--- src/rtl/cfd_pkg.sv ---
`timescale 1ns / 1ps

package cfd_pkg;

	// input opcodes
	localparam logic [1:0] OP_BYTE = 2'd0;
	localparam logic [1:0] OP_TICK = 2'd1;
	localparam logic [1:0] OP_READ = 2'd2;

	// frame status codes
	localparam logic [2:0] ST_OK      = 3'd0;
	localparam logic [2:0] ST_CRC_ERR = 3'd1;
	localparam logic [2:0] ST_BAD_END = 3'd2;
	localparam logic [2:0] ST_BAD_LEN = 3'd3;
	localparam logic [2:0] ST_TIMEOUT = 3'd4;

	// result kinds
	localparam logic KIND_STATUS = 1'b0;
	localparam logic KIND_READ   = 1'b1;

	// configuration register indexes
	localparam logic [1:0] CFG_TIMEOUT_RELOAD = 2'd0;
	localparam logic [1:0] CFG_MAX_PAYLOAD    = 2'd1;
	localparam logic [1:0] CFG_CRC_POLY       = 2'd2;

	// framing bytes
	localparam logic [7:0] START_SHORT = 8'h02;
	localparam logic [7:0] START_LONG  = 8'h03;
	localparam logic [7:0] END_BYTE    = 8'h03;

	typedef enum logic [6:0] {
		PH_IDLE   = 7'b0000001,
		PH_LEN_HI = 7'b0000010,
		PH_LEN_LO = 7'b0000100,
		PH_DATA   = 7'b0001000,
		PH_CRC_HI = 7'b0010000,
		PH_CRC_LO = 7'b0100000,
		PH_END    = 7'b1000000
	} phase_t;

	typedef struct packed {
		logic [15:0] timeout_reload;
		logic [10:0] max_payload;
		logic [15:0] crc_poly;
	} cfg_t;

	typedef struct packed {
		logic        kind;
		logic [2:0]  status;
		logic [10:0] length;
	} result_t;

endpackage

--- src/rtl/cfd_crc_byte.sv ---
`timescale 1ns / 1ps

// One byte of an MSB-first CRC-16 update.
module cfd_crc_byte (
	input  logic [15:0] crc_in,
	input  logic [7:0]  data,
	input  logic [15:0] poly,
	output logic [15:0] crc_out
);

	always_comb begin
		logic [15:0] c;
		c = crc_in ^ {data, 8'h00};
		for (int i = 0; i < 8; i++) begin
			if (c[15]) begin
				c = {c[14:0], 1'b0} ^ poly;
			end else begin
				c = {c[14:0], 1'b0};
			end
		end
		crc_out = c;
	end

endmodule

--- src/rtl/cfd_frame_ctrl.sv ---
`timescale 1ns / 1ps

// Frame phase sequencer, CRC accumulation and timeout counter.
module cfd_frame_ctrl #(
	parameter int DEPTH = 1024
) (
	input  logic             clk,
	input  logic             arst_n,
	input  logic             step,
	input  logic [1:0]       opcode,
	input  logic [7:0]       data_byte,
	input  cfd_pkg::cfg_t    cfg,
	output logic             res_valid,
	output cfd_pkg::result_t res,
	output logic             wr_en,
	output logic [10:0]      wr_addr
);

	cfd_pkg::phase_t phase_q, phase_d;
	logic [15:0] frame_len_q, frame_len_d;
	logic [10:0] byte_cnt_q, byte_cnt_d;
	logic [15:0] crc_q, crc_d;
	logic [15:0] rx_crc_q, rx_crc_d;
	logic [15:0] tmo_q, tmo_d;
	logic [15:0] crc_next;
	logic [15:0] len_lo;
	logic [10:0] cnt_inc;
	logic [15:0] tmo_dec;

	cfd_crc_byte u_crc (
		.crc_in  (crc_q),
		.data    (data_byte),
		.poly    (cfg.crc_poly),
		.crc_out (crc_next)
	);

	assign len_lo  = {frame_len_q[15:8], data_byte};
	assign cnt_inc = byte_cnt_q + 11'd1;
	assign tmo_dec = (tmo_q != 16'd0) ? tmo_q - 16'd1 : 16'd0;

	assign wr_en   = step && opcode == cfd_pkg::OP_BYTE && phase_q == cfd_pkg::PH_DATA;
	assign wr_addr = byte_cnt_q;

	always_comb begin
		phase_d     = phase_q;
		frame_len_d = frame_len_q;
		byte_cnt_d  = byte_cnt_q;
		crc_d       = crc_q;
		rx_crc_d    = rx_crc_q;
		tmo_d       = tmo_q;
		res_valid   = 1'b0;
		res.kind    = cfd_pkg::KIND_STATUS;
		res.status  = cfd_pkg::ST_OK;
		res.length  = 11'd0;
		case (opcode)
			cfd_pkg::OP_BYTE: begin
				unique case (phase_q)
					cfd_pkg::PH_IDLE: begin
						if (data_byte == cfd_pkg::START_SHORT ||
							data_byte == cfd_pkg::START_LONG) begin
							phase_d     = (data_byte == cfd_pkg::START_SHORT) ?
								cfd_pkg::PH_LEN_LO : cfd_pkg::PH_LEN_HI;
							tmo_d       = cfg.timeout_reload;
							byte_cnt_d  = 11'd0;
							frame_len_d = 16'd0;
							crc_d       = 16'd0;
						end
					end
					cfd_pkg::PH_LEN_HI: begin
						frame_len_d = {data_byte, 8'h00};
						phase_d     = cfd_pkg::PH_LEN_LO;
						tmo_d       = cfg.timeout_reload;
					end
					cfd_pkg::PH_LEN_LO: begin
						frame_len_d = len_lo;
						if (len_lo != 16'd0 && len_lo <= {5'd0, cfg.max_payload} &&
							32'(len_lo) <= DEPTH) begin
							phase_d = cfd_pkg::PH_DATA;
							tmo_d   = cfg.timeout_reload;
						end else begin
							phase_d    = cfd_pkg::PH_IDLE;
							res_valid  = 1'b1;
							res.status = cfd_pkg::ST_BAD_LEN;
						end
					end
					cfd_pkg::PH_DATA: begin
						crc_d      = crc_next;
						byte_cnt_d = cnt_inc;
						if ({5'd0, cnt_inc} >= frame_len_q) begin
							phase_d = cfd_pkg::PH_CRC_HI;
						end
						tmo_d = cfg.timeout_reload;
					end
					cfd_pkg::PH_CRC_HI: begin
						rx_crc_d = {data_byte, 8'h00};
						phase_d  = cfd_pkg::PH_CRC_LO;
						tmo_d    = cfg.timeout_reload;
					end
					cfd_pkg::PH_CRC_LO: begin
						rx_crc_d = {rx_crc_q[15:8], data_byte};
						phase_d  = cfd_pkg::PH_END;
						tmo_d    = cfg.timeout_reload;
					end
					cfd_pkg::PH_END: begin
						phase_d    = cfd_pkg::PH_IDLE;
						res_valid  = 1'b1;
						res.length = frame_len_q[10:0];
						if (data_byte != cfd_pkg::END_BYTE) begin
							res.status = cfd_pkg::ST_BAD_END;
						end else if (crc_q == rx_crc_q) begin
							res.status = cfd_pkg::ST_OK;
						end else begin
							res.status = cfd_pkg::ST_CRC_ERR;
						end
					end
					default: begin
						phase_d = cfd_pkg::PH_IDLE;
					end
				endcase
			end
			cfd_pkg::OP_TICK: begin
				tmo_d = tmo_dec;
				if (tmo_dec == 16'd0 && phase_q != cfd_pkg::PH_IDLE) begin
					phase_d    = cfd_pkg::PH_IDLE;
					res_valid  = 1'b1;
					res.status = cfd_pkg::ST_TIMEOUT;
				end
			end
			cfd_pkg::OP_READ: begin
				res_valid = 1'b1;
				res.kind  = cfd_pkg::KIND_READ;
			end
			default: begin
			end
		endcase
	end

	always_ff @(posedge clk or negedge arst_n) begin
		if (!arst_n) begin
			phase_q     <= cfd_pkg::PH_IDLE;
			frame_len_q <= 16'd0;
			byte_cnt_q  <= 11'd0;
			crc_q       <= 16'd0;
			rx_crc_q    <= 16'd0;
			tmo_q       <= 16'd0;
		end else if (step) begin
			phase_q     <= phase_d;
			frame_len_q <= frame_len_d;
			byte_cnt_q  <= byte_cnt_d;
			crc_q       <= crc_d;
			rx_crc_q    <= rx_crc_d;
			tmo_q       <= tmo_d;
		end
	end

endmodule

--- config.mk ---
export PLATFORM = sky130hd
export DESIGN_NAME = cfd_frame_ctrl
export DESIGN_NICKNAME = d
export VERILOG_FILES = /design/src/rtl/cfd_pkg.sv /design/src/rtl/cfd_crc_byte.sv /design/src/rtl/cfd_frame_ctrl.sv
export SDC_FILE = /design/constraint.sdc
export NUM_CORES = 1
export LEC_CHECK = 0
export ABC_AREA = 1
export BUFFER_PORTS_ARGS = -buffer_cell sky130_fd_sc_hd__buf_2
export CAP_MARGIN = 20
export CORE_MARGIN = 10
export CORE_UTILIZATION = 61
export DETAILED_ROUTE_END_ITERATION = 10
export PLACE_DENSITY = 0.82
export SYNTH_ARGS = -nofsm -noshare
export SYNTH_HDL_FRONTEND = slang
export SYNTH_HIERARCHICAL = 1
export SYNTH_SLANG_ARGS = --single-unit
--- constraint.sdc ---
create_clock -name clk -period 3.8 [get_ports clk]
set_clock_uncertainty 0.1 [all_clocks]
set_input_delay 0.19 -clock clk [delete_from_list [all_inputs] [get_ports clk]]
set_output_delay 0.19 -clock clk [all_outputs]
set_load 0.02 [all_outputs]
==> impl_metrics.csv, run 1 <==
group,metric,value,unit
status,outcome,"finished clean",
critical_path,cp-end-kind,"flip-flop",
floorplan,rows,42,
sta,timing.final.crit_share,0.929,
synth,async_flop_share,1.00,
sta,setup-violations-final,0,
route,top_layer_used,"met4",
synth,syn_inst,1291,
min_path,hold_class,"in -> reg",
sta,hold_viol,0,
min_path,min_path_cells,3,
floorplan,core_area,13400,um^2
route,antenna_left,0,
clocking,cts_buffers,9,
route,drt_iter0_markers,867,
critical_path,rr_worst_depth,25,
sta,fmax,283,MHz
place,place_area,8860,um^2
clocking,cts-root-buf,"clkbuf_16",
layout,finalNetCount,1436,
route,met3WireLength,1600,um
critical_path,path_common_cell,"nand2_1",
floorplan,dieArea,18900,um^2
clocking,clk_pin_slew_worst_paths,0.06,ns
synth,synth_edf_count,0,
sta,slew_headroom,0.468,
synth,yosys_warnings,6,
place,port_buffers,83,
critical_path,cp_data_arrival_time,3.64,ns
place,dp_slack,0.229,ns
global_route,grt_pass1_wl,38100,um
critical_path,critPathMaxStageDelay,0.45,ns
floorplan,fp.dieW,138,um
sta,setup_slack,0.269,ns
route,wirelength,23700,um
flow_run,max_cap_violations,0,
place,gp_congestion,0.949,
layout,fillers,1213,
critical_path,critical_path_class,"reg -> reg",
clocking,clockBufferDepth,2,
layout,syn2layout_area_growth,9.86,%
synth,avgSynthCellArea,6.53,um^2
route,route.detailed.drc,0,
critical_path,startpoint_type,"flip-flop",
floorplan,die_y,138,um
global_route,first_global_vias,7803,
critical_path,path_max_fanout,13,
power_and_ir_drop,power.total,7100,uW
clocking,clock-sinks,82,
critical_path,critical_path.slowest_cell,"dfrtp_1",
synth,synthFlopType,"dfrtp_1",
synth,syn_nets,1371,
sta,maxSlewViolCount,0,
clocking,clkLatencyLatePin,0.34,ns
floorplan,initial_core_util,0.629,
floorplan,ioPinCount,84,
power_and_ir_drop,peakVddDrop,0.000399,V
layout,drive_gt1_frac,0.157,
sta,max_slew.worst_pin.slew,0.798,ns
sta,fin_hold_ws,0.0639,ns
clocking,htree_levels,3,
synth,yosysUniqueCellTypes,50,
global_route,antenna_found_initial,0,
route,wl_met2,11200,um
global_route,grt.overflow.total,0,
route,wire_per_inst,15.4,um
global_route,grt_util_all_layers,0.246,
power_and_ir_drop,leakage,0.00500,uW
synth,syn_area,8420,um^2
synth,synth_seq_area_share,0.244,
critical_path,cp.required,3.91,ns
layout,antennaDiodeCount,0,
global_route,grt_max_degree,62,
place,dp_hpwl,17900,um
power_and_ir_drop,powerDensity,767,nW/um^2
clocking,cts_tree,"done",
sta,period_minus_slack,3.53,ns
route,num_vias,8545,
synth,synth_seq_cells,82,
route,vias_per_cell,5.56,
layout,stdcell_area,9260,um^2
route,m1WireLength,10300,um
route,firstDrtPassIters,6,
layout,final_util,0.691,
-- through the flow --
step	setup TNS [ns]	std cells
finish	0	1537
global route	-0.0416	1537
CTS	0	1533
detailed placement	0	1516
global placement	0	1516
floorplan	0	1291
-- synth_stat cells, types with 2 or more instances --
| master | number | area (um^2) |
|---|---|---|
| nand2_1 | 403 | 1510 |
| inv_1 | 169 | 634 |
| nand3_1 | 123 | 616 |
| nor2_1 | 86 | 323 |
| dfrtp_1 | 81 | 2030 |
| o21ai_0 | 69 | 345 |
| xnor2_1 | 46 | 403 |
| xor2_1 | 39 | 342 |
| ha_1 | 24 | 300 |
| nand4_1 | 23 | 144 |
| nor3_1 | 22 | 110 |
| nand3_2 | 19 | 190 |
| inv_2 | 18 | 67.6 |
| nor2_2 | 17 | 106 |
| o22ai_1 | 16 | 100 |
| a21oi_1 | 15 | 75.1 |
| clkbuf_1 | 15 | 56.3 |
| buf_2 | 12 | 60.1 |
| nand2_2 | 10 | 62.6 |
| nand2_4 | 10 | 113 |
| o31ai_1 | 8 | 60.1 |
| buf_6 | 7 | 78.8 |
| o21ai_1 | 7 | 35.0 |
| nand3_4 | 5 | 87.6 |
| nor2_4 | 5 | 56.3 |
| buf_4 | 4 | 30.0 |
| o21bai_1 | 4 | 30.0 |
| nand2_8 | 3 | 60.1 |
| nand3b_1 | 3 | 22.5 |
| nor4_1 | 3 | 18.8 |
| xnor2_2 | 3 | 48.8 |
| a21o_1 | 2 | 15.0 |
| nand2b_1 | 2 | 12.5 |
| nand4_4 | 2 | 42.5 |
-- timing repair --
item	CTS	global route
endpoints found under the hold margin	59	0
endpoints found under the setup margin	0	16
setup buffers	0	2
hold buffers	1	0
resized for setup	0	12
-- critical path: cells and delay by family, from the launching register on --
kind / cells / cell delay, ns
compound gates: 2 / 0.41
buf+inv: 2 / 0.17
simple gates: 21 / 2.25
flops: 1 / 0.45
-- routing by layer --
layer | GRT usage | up-vias
li1 | - | 4232
met1 | 0.326 | 3891
met2 | 0.400 | 375
met3 | 0.0295 | 47
met4 | 0.0931 | 0
met5 | 0 | -
-- registers in the layout, summed over array words and instances, names as in the netlist --
signal	cells
rx_crc_q	16
crc_q	16
tmo_q	16
frame_len_q	16
wr_addr	11
phase_q	7
-- placed cells by master, fill, tap and decap left out, types with 15 or more instances in the layout --
cell type,synthesis,final
nand3_1,123,123
xor2_1,39,39
inv_2,18,18
nand2_1,403,399
xnor2_1,46,46
nor3_1,22,22
nand3_2,19,18
a21oi_1,15,15
nand4_1,23,23
o22ai_1,16,16
nor2_1,86,85
o21ai_0,69,68
buf_2,12,82
ha_1,24,24
inv_1,169,169
nor2_2,17,18
dfrtp_1,81,81
-- power breakdown --
part           total, uW  leakage, uW  internal (uW)  switching, uW
clock network        871     0.000137            529            342
registers           1340      0.00109           1110            235
logic               4880      0.00377           1700           3190
total               7100      0.00500           3330           3760
-- area by class of cell --
| class | instances | area [um^2] | area share |
|---|---|---|---|
| clock buffers | 14 | 254 | 0.0274 |
| clock inverters | 2 | 37.5 | 0.00406 |
| inverters | 187 | 702 | 0.0758 |
| multi-input cells | 984 | 5500 | 0.594 |
| flip-flops and latches | 82 | 2050 | 0.222 |
| well taps | 176 | 220 | 0.0238 |
| repair buffers | 92 | 492 | 0.0531 |
-- cells by family after synthesis --
| group | after synthesis | share of synthesized area |
|---|---|---|
| compound gates | 124 | 0.0829 |
| xor+xnor | 90 | 0.0994 |
| fa+ha+maj | 24 | 0.0356 |
| buf+inv | 227 | 0.113 |
| flops | 82 | 0.244 |
| simple gates | 744 | 0.426 |
-- final timing paths --
| path | from | end | slack (ns) |
|---|---|---|---|
| max in group asynchronous | arst_n | frame_len_q[1] | 2.38 |
| min in group asynchronous | arst_n | tmo_q[12] | 0.40 |
| worst max-delay path | crc_q[14] | crc_q[4] | 0.27 |
| worst max register to register | crc_q[14] | crc_q[4] | 0.27 |
| worst min-delay path | data_byte[5] | rx_crc_q[13] | 0.06 |
| worst min register to register | tmo_q[0] | tmo_q[0] | 0.38 |
No activity file was read; power rests on OpenSTA's default activity.
==> run 2: changes to the inputs <==
--- a/config.mk
+++ b/config.mk
@@ -5,7 +5,6 @@
 export SDC_FILE = /design/constraint.sdc
 export NUM_CORES = 1
 export LEC_CHECK = 0
-export ABC_AREA = 1
 export BUFFER_PORTS_ARGS = -buffer_cell sky130_fd_sc_hd__buf_2
 export CAP_MARGIN = 20
 export CORE_MARGIN = 10
==> run 2 against run 1 <==
  * Sequential power is 6% lower
  * Flip-flop and latch count did not move
  * Synthesized cell count down 29%
  * Non-clock buffer count up 52
  * Register-to-register slack got worse by 0.26 ns
  * Clock power rose by 7.5%
  * Final cell count is 22% lower
  * Critical path depth shrank 11
  * Via count decreased by 12%
  * Hold slack worse by 0.041 ns
  * Critical endpoint is now crc_q[3]
==> impl_metrics.csv, run 2 <==
group,metric,value,unit
status,outcome,"finished clean",
synth,yosysTopAreaCell,"dfrtp_1",
power_and_ir_drop,powerDensity,672,nW/um^2
floorplan,dieArea,18000,um^2
place,gp_congestion,0.924,
global_route,grt_util_all_layers,0.245,
synth,async_flop_share,1.00,
floorplan,die_y,134,um
sta,setup-violations-final,0,
clocking,clk_pin_slew_worst_paths,0.06,ns
flow_run,max_cap_violations,0,
sta,maxSlewViolCount,0,
clocking,htree_levels,3,
critical_path,path_max_fanout,8,
synth,syn_inst,918,
synth,yosysUniqueCellTypes,100,
sta,hold_viol,0,
place,dp_cells,1163,
layout,final_common_cell,"nand2_1",
layout,syn2layout_area_growth,16.0,%
floorplan,ioPinCount,84,
place,port_buffers,83,
sta,grt_setup_unrepaired,"true",
sta,slew_headroom,0.463,
route,antenna_left,0,
critical_path,critPathMaxStageDelay,0.45,ns
global_route,grt_pass1_wl,36500,um
layout,stdcell_area,9200,um^2
power_and_ir_drop,pwr-share-clk,0.151,
layout,drive_gt1_frac,0.243,
route,wire_per_inst,19.0,um
synth,synthTopCellsByArea,"dfrtp_1, xnor2_1, nand2_1, xnor3_1, ha_1",
global_route,antenna_found_initial,0,
route,firstDrtPassIters,5,
synth,synth_seq_cells,82,
clocking,cts_tree,"done",
synth,avgSynthCellArea,8.64,um^2
power_and_ir_drop,sw_frac_of_total,0.426,
floorplan,initial_core_util,0.626,
critical_path,crit_chain,"xor2_4 -> buf_4 -> and3_2 -> or3_1 -> a211o_1 -> and4_4 -> nor2_4 -> xor3_1 -> buf_4 -> o21ai_0 -> o21ai_2 -> xor3_1 -> xnor2_1 -> a22o_1",
synth,yosys_warnings,6,
critical_path,critical_path.slowest_cell,"dfrtp_2",
synth,synth_top_cell_area_share,0.256,
power_and_ir_drop,leakage,0.00423,uW
min_path,hold_class,"in -> reg",
power_and_ir_drop,power.total,6180,uW
synth,synth_seq_area_share,0.259,
floorplan,rows,41,
power_and_ir_drop,power_frac_comb,0.644,
critical_path,critical_path_class,"reg -> reg",
place,place_area,8560,um^2
clocking,clock-sinks,82,
clocking,cts_buffers,9,
sta,period_minus_slack,3.79,ns
route,route.detailed.drc,0,
layout,final_cell_mix,"nand2_1, xnor2_1, buf_2, dfrtp_1, buf_4",
global_route,first_global_vias,7281,
critical_path,cp-end-kind,"flip-flop",
synth,synth.most_common_cell,"nand2_1",
global_route,grt_max_degree,62,
synth,ys_top_cells_by_count,"nand2_1, xnor2_1, dfrtp_1",
layout,antennaDiodeCount,0,
critical_path,cp.required,3.93,ns
sta,timing.final.crit_share,0.997,
power_and_ir_drop,p_sw,2630,uW
critical_path,startpoint_type,"flip-flop",
synth,synth_edf_count,0,
route,num_vias,7514,
power_and_ir_drop,p_int,3550,uW
place,dp_hpwl,16100,um
sta,max_slew.worst_pin.slew,0.806,ns
clocking,clockBufferDepth,2,
sta,fin_hold_ws,0.0229,ns
power_and_ir_drop,seqPwrFrac,0.204,
route,wirelength,22700,um
route,drt_iter0_markers,1021,
layout,final_cells,1193,
clocking,cts-root-buf,"clkbuf_16",
floorplan,core_area,12700,um^2
floorplan,fp.dieW,134,um
synth,synthFlopType,"dfrtp_1",
clocking,clkLatencyLatePin,0.34,ns
route,vias_per_cell,6.30,
layout,finalNetCount,1096,
power_and_ir_drop,peakVddDrop,0.000316,V
global_route,grt.overflow.total,0,
sta,fmax,264,MHz
critical_path,cp_data_arrival_time,3.92,ns
layout,final_util,0.726,
synth,syn_area,7930,um^2
synth,syn_nets,998,
## run 2: area by class of cell
type                    count  area, um^2
clock buffers              15         288
clock inverters             1        30.0
fillers                   956        3470
inverters                  34         128
multi-input cells         745        5560
flip-flops and latches     82        2060
well taps                 172         215
repair buffers            144         918
## run 2: logic make-up after synthesis
| kind of cell | after synthesis | share of synthesized area |
|---|---|---|
| fa+ha+maj | 24 | 0.0379 |
| compound gates | 224 | 0.203 |
| buf+inv | 91 | 0.0615 |
| flops | 82 | 0.259 |
| simple gates | 340 | 0.222 |
| xor+xnor | 139 | 0.192 |
| mux | 18 | 0.0252 |
## run 2: stage by stage
| stage | worst slack [ns] | setup TNS [ns] |
|---|---|---|
| 3_5_place_dp | -0.0868 | -0.836 |
| 6_report | 0.0119 | 0 |
| 2_1_floorplan | 0.0889 | 0 |
| 4_1_cts | -0.00466 | -0.00508 |
| 3_3_place_gp | 0.0101 | 0 |
| 5_1_grt | -0.128 | -1.13 |
## run 2: repair_timing
item	CTS	global route
endpoints found under the setup margin	15	16
pin swaps	10	10
gates resized for setup	13	28
hold buffers	1	0
cloned	0	1
endpoints found under the hold margin	59	0
buffers inserted	4	8
## run 2: power by group through the flow
stage                     clock [uW]  sequential [uW]  combinational (uW)
after floorplan                    0             1200                2940
after global placement             0             1260                3530
after detailed placement           0             1270                3600
after CTS                        948             1250                3710
after global routing             975             1290                4270
final                            936             1260                3980
## run 2: final timing paths
path | startpoint | end | slack [ns] | depth (start not counted)
worst max-delay path | crc_q[13] | crc_q[3] | 0.01 | 14
worst min-delay path | cfg[38] | tmo_q[11] | 0.02 | 3
worst max register to register | crc_q[13] | crc_q[3] | 0.01 | 14
worst min register to register | frame_len_q[13] | frame_len_q[13] | 0.37 | 2
max in group asynchronous | arst_n | tmo_q[15] | 2.40 | 3
min in group asynchronous | arst_n | frame_len_q[15] | 0.36 | 2
## run 2: worst max-delay path: cells and delay by family, from the launching register on
family,cells,cell delay [ns]
AO/OA/AOI/OAI,4,0.84
XOR/XNOR,4,0.98
buffers and inverters,2,0.34
flip-flops,1,0.45
AND/OR/NAND/NOR,4,0.96
## run 2: layer usage
metal | GRT usage | share of wire | wire length [um] | vias up
met1 | 0.308 | 0.41 | 9290 | 3570
met2 | 0.401 | 0.47 | 10800 | 373
met3 | 0.0594 | 0.083 | 1890 | 69
li1 | - | - | - | 3502
met4 | 0.0889 | 0.032 | 731 | 0
met5 | 0 | 0 | 0 | -
==> run 3: changes to the inputs <==
--- a/config.mk
+++ b/config.mk
@@ -5,6 +5,7 @@
 export SDC_FILE = /design/constraint.sdc
 export NUM_CORES = 1
 export LEC_CHECK = 0
+export ABC_AREA = 1
 export BUFFER_PORTS_ARGS = -buffer_cell sky130_fd_sc_hd__buf_2
 export CAP_MARGIN = 20
 export CORE_MARGIN = 10
==> constraint.sdc (replaced) <==
create_clock -name clk -period 3.8 [get_ports clk]
set_clock_uncertainty 0.1 [all_clocks]
set_input_delay 0.76 -clock clk [delete_from_list [all_inputs] [get_ports clk]]
set_output_delay 0.76 -clock clk [all_outputs]
set_load 0.02 [all_outputs]
==> run 3 against run 2 <==
  * Core utilization decreased by 3.2 points
  * Combinational power increased by 20%
  * Flip-flop and latch count unchanged
  * Count of clock-buffer cells in the layout decreased by 2
  * Design area increased by 1.1%
  * Final cell count increased by 30%
  * Via count increased by 14%
==> impl_metrics.csv, run 3 (synthesis gave the netlist of run 1 again) <==
group,metric,value,unit
global_route,first_global_vias,7884,
sta,hold_viol,0,
clocking,postCtsSetupBuffers,0,
clocking,clock-sinks,82,
clocking,clk_pin_slew_worst_paths,0.06,ns
route,vias_per_cell,5.55,
layout,stdcell_area,9300,um^2
route,wire_per_inst,15.0,um
place,dp_slack,-0.00231,ns
route,antenna_left,0,
layout,regArea,2050,um^2
critical_path,cp.required,3.94,ns
sta,grt_setup_unrepaired,"false",
layout,drive_gt1_frac,0.159,
floorplan,dieArea,18900,um^2
place,gp_congestion,0.966,
place,port_buffers,83,
sta,timing.final.crit_share,0.926,
clocking,ctsResizeCount,0,
critical_path,critical_path.slowest_cell,"xor2_4",
layout,final_common_cell,"nand2_1",
sta,maxSlewViolCount,0,
floorplan,fp.dieW,138,um
layout,finalNetCount,1444,
place,place_area,8950,um^2
layout,final_cell_mix,"nand2_1, inv_1, nand3_1, nor2_1, buf_2",
critical_path,critPathMaxStageDelay,0.24,ns
critical_path,path_max_fanout,13,
floorplan,ioPinCount,84,
floorplan,initial_core_util,0.629,
clocking,cts_buffers,9,
sta,slew_headroom,0.591,
critical_path,cp-end-kind,"flip-flop",
sta,max_slew.worst_pin.slew,0.608,ns
critical_path,cp_data_arrival_time,3.66,ns
power_and_ir_drop,powerDensity,761,nW/um^2
route,drt_iter0_markers,702,
status,outcome,"finished clean",
layout,multiInputGateArea,5420,um^2
global_route,antenna_found_initial,1,
route,wirelength,23200,um
flow_run,max_cap_violations,0,
power_and_ir_drop,peakVddDrop,0.000386,V
layout,fillers,1158,
global_route,grt_max_degree,83,
clocking,cts_tree,"done",
route,num_vias,8573,
floorplan,core_area,13400,um^2
power_and_ir_drop,leakage,0.00505,uW
critical_path,critical_path_class,"in -> reg",
place,dp_hpwl,17800,um
sta,fmax,284,MHz
min_path,hold_class,"in -> async",
critical_path,path_common_cell,"nand2_1",
clocking,clkLatencyLatePin,0.34,ns
global_route,grt_pass1_wl,37900,um
floorplan,rows,42,
sta,setup_slack,0.280,ns
layout,final_util,0.694,
route,firstDrtPassIters,5,
critical_path,startpoint_type,"input port",
global_route,grt_util_all_layers,0.245,
sta,period_minus_slack,3.52,ns
sta,setup-violations-final,0,
route,route.detailed.drc,0,
clocking,cts-root-buf,"clkbuf_16",
layout,syn2layout_area_growth,10.4,%
global_route,grt.overflow.total,0,
clocking,holdBufCountCts,0,
clocking,htree_levels,3,
floorplan,die_y,138,um
clocking,clockBufferDepth,2,
## run 3: changes by cell type in the layout (fill, tap and decap cells not counted), sizes merged, moves of 15 or more
| cell | previous run | this run |
|---|---|---|
| a21oi | 32 | 15 |
| a22o | 30 | 0 |
| and3 | 23 | 1 |
| buf | 143 | 102 |
| inv | 33 | 187 |
| nand2 | 144 | 426 |
| nand3 | 37 | 147 |
| nand4 | 11 | 26 |
| nor2 | 52 | 109 |
| o2111ai | 15 | 0 |
| xnor2 | 90 | 49 |
| xnor3 | 16 | 0 |
## run 3: worst paths after layout
path / startpoint / end / slack, ns / cells after the start
min in group clk: tmo_q[0] / tmo_q[0] / 0.38 / 2
min: arst_n / tmo_q[14] / 0.14 / 1
max: data_byte[7] / crc_q[9] / 0.28 / 29
min reg2reg: tmo_q[0] / tmo_q[0] / 0.38 / 2
max in group asynchronous: arst_n / phase_q[0] / 2.85 / 2
max reg2reg: crc_q[15] / crc_q[9] / 0.41 / 28
## run 3: final cells by class
class                      instances  share of cell area
sequential                        82               0.221
multi-input combinational        982               0.583
inverter                         187              0.0755
timing repair buffer             102              0.0624
tap                              176              0.0237
antenna                            1            0.000269
clock inverter                     2             0.00646
clock buffer                      13              0.0280
## run 3: worst max-delay path: cells and delay by family
kind	cells	cell delay, ns
simple gates	19	1.69
compound gates	2	0.35
buf+inv	7	0.62
xor+xnor	1	0.24
## run 3: routing by layer
metal  GRT usage  wire length, um  up-vias
li1            -                -     4237
met1       0.325            10300     3953
met2       0.393            10800      346
met3      0.0397             1600       37
met4      0.0867              508        0
met5           0                0        -
## run 3: through the flow
| step | cells | hold WS [ns] | TNS [ns] | power, uW |
|---|---|---|---|---|
| after CTS | 1543 | 0.383 | 0 | 7010 |
| after floorplan | 1291 | 0.342 | 0 | 5140 |
| after global routing | 1545 | 0.134 | 0 | 7740 |
| after global placement | 1528 | 0.363 | 0 | 5910 |
| final | 1545 | 0.139 | 0 | 7080 |
| after detailed placement | 1528 | 0.369 | -0.00231 | 6010 |
## run 3: where the power goes
| group | total [uW] | switching [uW] | internal, uW | leakage, uW |
|---|---|---|---|---|
| logic | 4790 | 3100 | 1680 | 0.00381 |
| registers | 1350 | 239 | 1110 | 0.00109 |
| clock network | 948 | 340 | 608 | 0.000156 |
| total | 7080 | 3680 | 3400 | 0.00505 |
